### src/hw/rtl/mls_pkg.sv
`timescale 1ns / 1ps
`default_nettype none
// ----------------------------------------------------------------------------
// mls_pkg: shared types and defaults for the modular linear solver
// Holds the default operand width and the divider control bundle.
// ----------------------------------------------------------------------------
package mls_pkg;

  localparam int unsigned VALUE_BITS_DEF = 22;

  // Divider launch control: go starts a run, wide selects a 2W-bit dividend.
  typedef struct packed {
    logic go;
    logic wide;
  } div_ctl_t;

endpackage
`default_nettype wire

### src/hw/rtl/mls_divider.sv
`timescale 1ns / 1ps
`default_nettype none
// ----------------------------------------------------------------------------
// mls_divider: shared bit-serial restoring divider
// One quotient bit per cycle. Narrow runs take a W-bit dividend and
// wide runs a 2W-bit dividend. done pulses with results valid.
// ----------------------------------------------------------------------------
module mls_divider #(
  parameter int unsigned W = mls_pkg::VALUE_BITS_DEF
) (
  input  logic              clk,
  input  logic              rst,
  input  mls_pkg::div_ctl_t ctl,
  input  logic [2*W-1:0]    dividend,
  input  logic [W-1:0]      divisor,
  output logic              done,
  output logic [W-1:0]      quotient,
  output logic [W-1:0]      remainder
);

  localparam int unsigned CW = $clog2(2 * W + 1);

  logic [2*W-1:0] dvd;
  logic [W-1:0]   dsr;
  logic [CW-1:0]  cnt;
  logic           run;
  logic [W:0]     trial;
  logic [W:0]     diff;
  logic           ge;

  assign trial = {remainder, dvd[2*W-1]};
  assign diff  = trial - {1'b0, dsr};
  assign ge    = (trial >= {1'b0, dsr});

  always_ff @(posedge clk) begin
    if (rst) begin
      run  <= 1'b0;
      done <= 1'b0;
    end else begin
      done <= 1'b0;
      if (ctl.go) begin
        run       <= 1'b1;
        cnt       <= ctl.wide ? CW'(2 * W) : CW'(W);
        // narrow dividend sits in the top half so the same shift path works
        dvd       <= ctl.wide ? dividend : {dividend[W-1:0], {W{1'b0}}};
        dsr       <= divisor;
        remainder <= '0;
        quotient  <= '0;
      end else if (run) begin
        dvd       <= {dvd[2*W-2:0], 1'b0};
        remainder <= ge ? diff[W-1:0] : trial[W-1:0];
        quotient  <= {quotient[W-2:0], ge};
        cnt       <= cnt - CW'(1);
        if (cnt == CW'(1)) begin
          run  <= 1'b0;
          done <= 1'b1;
        end
      end
    end
  end

endmodule
`default_nettype wire

### src/hw/rtl/modular_linear_solver_unit.sv
`timescale 1ns / 1ps
`default_nettype none
// ----------------------------------------------------------------------------
// modular_linear_solver_unit: solves k*j = r (mod n) by extended Euclid
// Sequencer around one shared serial divider and a single product register.
// ----------------------------------------------------------------------------
// Trivial inputs (r=0, j<=1, n=0) raise done in the cycle after start.
// Otherwise the setup divides run first, then each Euclid step does one
// product, a 2W-bit mod reduction and a W-bit divide, all through the
// serial divider at one bit per cycle. One item at a time: busy stays high
// until the beat is on solution. done is a one-cycle strobe and the receiver
// cannot stall. Synchronous reset returns the block to idle.
module modular_linear_solver_unit #(
  parameter int unsigned VALUE_BITS = mls_pkg::VALUE_BITS_DEF
) (
  input  logic                  clk,
  input  logic                  rst,
  input  logic                  start,
  output logic                  busy,
  input  logic [VALUE_BITS-1:0] multiplier,
  input  logic [VALUE_BITS-1:0] modulus,
  input  logic [VALUE_BITS-1:0] residue,
  output logic                  done,
  output logic [VALUE_BITS-1:0] solution
);

  localparam int unsigned W = VALUE_BITS;
  localparam logic [W-1:0] ONE = W'(1);

  typedef enum logic [7:0] {
    S_IDLE = 8'b0000_0001,
    S_RED  = 8'b0000_0010,
    S_DIV0 = 8'b0000_0100,
    S_DIV1 = 8'b0000_1000,
    S_DIVL = 8'b0001_0000,
    S_MUL  = 8'b0010_0000,
    S_MOD  = 8'b0100_0000
  } state_t;

  state_t            state;
  logic [W-1:0]      j_r, n_r, r_r;
  logic [W-1:0]      num, den, q, q_prev, p, p_prev;
  logic [2*W-1:0]    prod;
  logic              final_step;
  logic              div_go, div_wide;
  mls_pkg::div_ctl_t div_ctl;
  logic [2*W-1:0]    div_dvd;
  logic [W-1:0]      div_dsr;
  logic              div_done;
  logic [W-1:0]      div_quo, div_rem;
  logic [W-1:0]      mod_diff, mod_res;

  assign busy         = (state != S_IDLE);
  assign div_ctl.go   = div_go;
  assign div_ctl.wide = div_wide;

  always_comb begin
    unique case (state)
      S_RED: begin
        div_dvd = {{W{1'b0}}, r_r};
        div_dsr = n_r;
      end
      S_DIV0: begin
        div_dvd = {{W{1'b0}}, n_r};
        div_dsr = j_r;
      end
      S_MOD: begin
        div_dvd = prod;
        div_dsr = n_r;
      end
      default: begin
        div_dvd = {{W{1'b0}}, num};
        div_dsr = den;
      end
    endcase
  end

  // (p_prev - p*q_prev) mod n; both terms already below n, so W-bit wrap is exact
  assign mod_diff = p_prev - div_rem;
  assign mod_res  = (p_prev < div_rem) ? (mod_diff + n_r) : mod_diff;

  mls_divider #(.W(W)) u_div (
    .clk       (clk),
    .rst       (rst),
    .ctl       (div_ctl),
    .dividend  (div_dvd),
    .divisor   (div_dsr),
    .done      (div_done),
    .quotient  (div_quo),
    .remainder (div_rem)
  );

  always_ff @(posedge clk) begin
    if (rst) begin
      state  <= S_IDLE;
      done   <= 1'b0;
      div_go <= 1'b0;
    end else begin
      done   <= 1'b0;
      div_go <= 1'b0;
      unique case (state)
        S_IDLE: begin
          if (start) begin
            j_r <= multiplier;
            n_r <= modulus;
            r_r <= residue;
            priority if (residue == '0) begin
              solution <= '0;
              done     <= 1'b1;
            end else if (multiplier == ONE) begin
              solution <= residue;
              done     <= 1'b1;
            end else if (multiplier == '0 || modulus == '0) begin
              solution <= '0;
              done     <= 1'b1;
            end else begin
              state    <= S_RED;
              div_go   <= 1'b1;
              div_wide <= 1'b0;
            end
          end
        end
        S_RED: begin
          if (div_done) begin
            p        <= div_rem;       // r mod n
            state    <= S_DIV0;
            div_go   <= 1'b1;
            div_wide <= 1'b0;
          end
        end
        S_DIV0: begin
          if (div_done) begin
            p_prev <= '0;
            q_prev <= div_quo;
            num    <= j_r;
            den    <= div_rem;
            priority if (div_rem == '0) begin
              solution <= '0;
              done     <= 1'b1;
              state    <= S_IDLE;
            end else if (div_rem == ONE) begin
              final_step <= 1'b1;
              state      <= S_MUL;
            end else begin
              state    <= S_DIV1;
              div_go   <= 1'b1;
              div_wide <= 1'b0;
            end
          end
        end
        S_DIV1, S_DIVL: begin
          if (div_done) begin
            if (state == S_DIVL) begin
              q_prev <= q;
            end
            q          <= div_quo;
            num        <= den;
            den        <= div_rem;
            final_step <= (div_rem == '0);
            state      <= S_MUL;
          end
        end
        S_MUL: begin
          prod     <= (2*W)'(p) * (2*W)'(q_prev);
          state    <= S_MOD;
          div_go   <= 1'b1;
          div_wide <= 1'b1;
        end
        S_MOD: begin
          if (div_done) begin
            if (final_step) begin
              solution <= mod_res;
              done     <= 1'b1;
              state    <= S_IDLE;
            end else begin
              p_prev   <= p;
              p        <= mod_res;
              state    <= S_DIVL;
              div_go   <= 1'b1;
              div_wide <= 1'b0;
            end
          end
        end
        default: state <= S_IDLE;
      endcase
    end
  end

  // divider is never launched against a zero divisor
  a_div_nonzero: assert property (@(posedge clk) disable iff (rst)
    div_go |-> (div_dsr != '0))
    else $error("divider launched with zero divisor");

  // a result beat only appears with the unit back in idle
  a_done_idle: assert property (@(posedge clk) disable iff (rst)
    done |-> !busy)
    else $error("done raised while busy");

  // partial solution stays reduced when the update completes
  a_p_reduced: assert property (@(posedge clk) disable iff (rst)
    (state == S_MOD && div_done) |-> (p_prev < n_r && div_rem < n_r))
    else $error("partial solution not reduced modulo n");

endmodule
`default_nettype wire
### config.mk
export PLATFORM = sky130hd
export DESIGN_NAME = modular_linear_solver_unit
export DESIGN_NICKNAME = d
export VERILOG_FILES = /design/src/hw/rtl/mls_pkg.sv /design/src/hw/rtl/mls_divider.sv /design/src/hw/rtl/modular_linear_solver_unit.sv
export SDC_FILE = /design/constraint.sdc
export NUM_CORES = 2
export LEC_CHECK = 0
export ABC_AREA = 1
export CELL_PAD_IN_SITES_DETAIL_PLACEMENT = 1
export CELL_PAD_IN_SITES_GLOBAL_PLACEMENT = 2
export CORE_MARGIN = 2
export CORE_UTILIZATION = 41
export DETAILED_ROUTE_END_ITERATION = 8
export DONT_BUFFER_PORTS = 1
export GPL_TIMING_DRIVEN = 0
export PLACE_DENSITY = 0.86
export SETUP_SLACK_MARGIN = 0.5
export SLEW_MARGIN = 30
export SYNTH_ARGS = -nofsm -noshare
export SYNTH_HDL_FRONTEND = slang
export SYNTH_HIERARCHICAL = 1
export SYNTH_SLANG_ARGS = --single-unit
### constraint.sdc
create_clock -name clk -period 7.5 [get_ports clk]
set_input_delay 0.375 -clock clk [delete_from_list [all_inputs] [get_ports clk]]
set_output_delay 0.375 -clock clk [all_outputs]
set_load 0.05 [all_outputs]
==> out/qor.yml <==
p_total_uw: 8650
switching_share_pct: 39.6
grt_pass1_vias: 32500
ys_seq_elements: 393
final_common_cell: "nand2_1"
pin_count: 93
synth-xor-area-share_pct: 1.53
core.rowCount: 110
vias: 31000
pwr-share-clk_pct: 27.2
multiInputGateArea_um2: 20900
drt_iter0_drc: 2584
avgSynthCellArea_um2: 8.35
p_per_area_nw_per_um2: 208
htreeDepth: 2
die-width_um: 305
cp_max_fo: 10
synth-async-reset-ratio_pct: 0
areaGrowthSynthToFinish_pct: 11.8
synth.yosys.seq_area_share_pct: 31.4
synthesis.area_um2: 37200
setup.worst_path.end_class: "flop"
yosys.area.top_type_share_pct: 30.8
hp-class: "in2reg"
maxCapViolations: 0
slew_headroom_pct: 33.6
cts_tree: "yes"
place_congestion: 0.926
port_buffers: 0
antenna_found_initial: 2
synth_top_flop_cell: "edfxtp_1"
dieArea_um2: 93100
p_seq_share_pct: 35.6
fillCellCount: 10900
comb_power_share_pct: 37.2
finalWirelength_mm: 135
synth_area_leaders: "edfxtp_1, fa_1, nand2_1, inv_1, ha_1"
p_leak_uw: 0.0212
coreArea_um2: 90000
drc: 0
nets: 5305
skew_ns: 0.0611
drive_gt1_share_pct: 5.98
post-route-period-util_pct: 90.1
dp_hpwl_mm: 111
yosysTopAreaCell: "edfxtp_1"
ir_drop_mv: 0.170
cts_buffer_depth: 3
intPower_uw: 5230
finalHoldViolCount: 0
yosys_warnings: 6
tns_ns: 0
vias_per_cell: 5.32
fin_util_pct: 46.2
crit_path_start_kind: "flop"
cp.arrival_ns: 7.11
netlist_instances: 4456
setup_violations: 0
grt_setup_unrepaired: "true"
drtAntennaViolNets: 0
die_h_um: 305
switchingPower_uw: 3430
seq_area_um2: 11700
synth_cell_type_count: 54
synth-edff-count: 382
slew_violations: 0
synth_compound_area_share_pct: 6.04
critical_path_class: "reg2reg"
grt_overflow: 0
period_needed_ns: 6.76
cts_buffers: 46
status: "completed"
grt_start_max_net_pins: 27
r2r_setup_slack_ns: 0.74
yosys.area_share.simple_pct: 19.4
first_pass_iters: 5
cts.sink_count: 393
synth_mux_area_share_pct: 0
final_cell_mix: "nand2_1, inv_1, fa_1"
synthAdderAreaFrac_pct: 29.1
required_ns: 7.85
synth_top_family_by_area: "adder cells"
cts-root-buf: "clkbuf_16"
start_util_pct: 41.3
worst_pin_slew_ns: 0.995
clock_latency_ns: 0.61
syn_nets: 5151
clk_pin_slew_ns: 0.06
wire_per_inst_um: 23.2
fmaxAchievable_ghz: 0.148
grt_pass1_wl_mm: 203
grt_use_total_pct: 29.2
-- repair_timing --
action,in CTS,in global routing
endpoints found under the setup margin,27,23
resized for setup,31,152
pin swaps,0,0
hold buffers,67,0
setup buffers,3,12
cloned,0,0
endpoints found under the hold margin,72,0
-- synthesized netlist by cell type (all sizes together), types with 3 or more instances --
cell type and instances:
o21ai 141, nand3b 6, fa 400, a21o 5, nand2 1266, o21bai 11
o2111ai 22, and2 4, nand4 36, clkbuf 119, nor4 8, ha 226
inv 1063, o21a 7, dfxtp 11, nor2 290, o221ai 22, nor3 22
xor2 49, xnor2 16, a31oi 6, edfxtp 382, a211oi 3, a21oi 126
o211ai 28, buf 28, nand3 148
-- state kept, by name (all words and copies together) (netlist names), 22 cells and up --
| register | flops |
|---|---|
| den | 22 |
| solution | 22 |
| q | 22 |
| u_div/dsr | 22 |
| u_div/dvd | 44 |
| p | 22 |
| p_prev | 22 |
| prod | 44 |
| j_r | 22 |
| num | 22 |
| q_prev | 22 |
| r_r | 22 |
| n_r | 22 |
| u_div/quotient | 22 |
| u_div/remainder | 22 |
-- power groups by stage --
stage               Sequential, µW  Clock, µW  Combinational (µW)
CTS                           3060       2360                3200
global route                  3090       2460                3600
finish                        3080       2350                3220
detailed placement            3100          0                3140
floorplan                     2990          0                2220
global placement              3150          0                2990
-- logic make-up (layout without fill, tap and decap cells) --
group,Yosys count,in the layout
flops,393,393
other cells,0,1
fa+ha+maj,626,626
buf+inv,1210,1401
xor+xnor,65,65
simple gates,1785,1785
compound gates,377,377
-- path summary, 6_finish.rpt --
path                       from      endpoint  cells past startpoint
max                        p[6]      prod[36]                     21
min                 residue[13]  solution[13]                      2
max reg2reg                p[6]      prod[36]                     21
min reg2reg  u_div/quotient[17]         q[17]                      0
-- per-layer routing --
layer | GRT usage [%] | vias to the layer above | share of wire (%)
met5 | 0 | - | 0
met4 | 9.38 | 0 | 3.4
met3 | 3.58 | 207 | 6.5
met2 | 47.1 | 1038 | 47
met1 | 41.0 | 15800 | 44
li1 | - | 14000 | -
-- stage by stage --
stage,cells,instance area [µm²],worst slack [ns],hold WS (ns)
after floorplan,4456,37200,1.52,0.421
after global placement,5632,38700,-1.22,0.429
after detailed placement,5656,39100,0.161,0.468
after CTS,5811,41400,0.506,0.00413
after global routing,5823,41600,0.489,0.0213
final,5824,41600,0.741,0.0248
-- area by class of cell --
type,count,area share [%]
diodes,1,0.00602
plain buffers,147,1.85
clock buffers,52,2.82
clock inverters,33,0.933
inverters,1063,9.60
multi-input cells,2853,50.4
flip-flops and latches,393,28.1
well taps,1176,3.54
repair buffers,106,2.76
-- worst max-delay path, stage by stage, from the launching register on --
cell	delay, ns
edfxtp_1	0.62
clkbuf_2	0.44
nand2_1	0.14
fa_1	0.52
inv_1	0.05
fa_1	0.57
fa_1	0.43
fa_1	0.51
fa_1	0.44
fa_1	0.58
inv_1	0.08
fa_1	0.48
inv_1	0.04
ha_1	0.36
a21oi_1	0.22
o21ai_0	0.25
a21oi_2	0.24
nor2_1	0.07
a211oi_1	0.23
nand2_1	0.09
nand2_1	0.07
nand2_1	0.07
No activity file was read; power rests on OpenSTA's default activity.
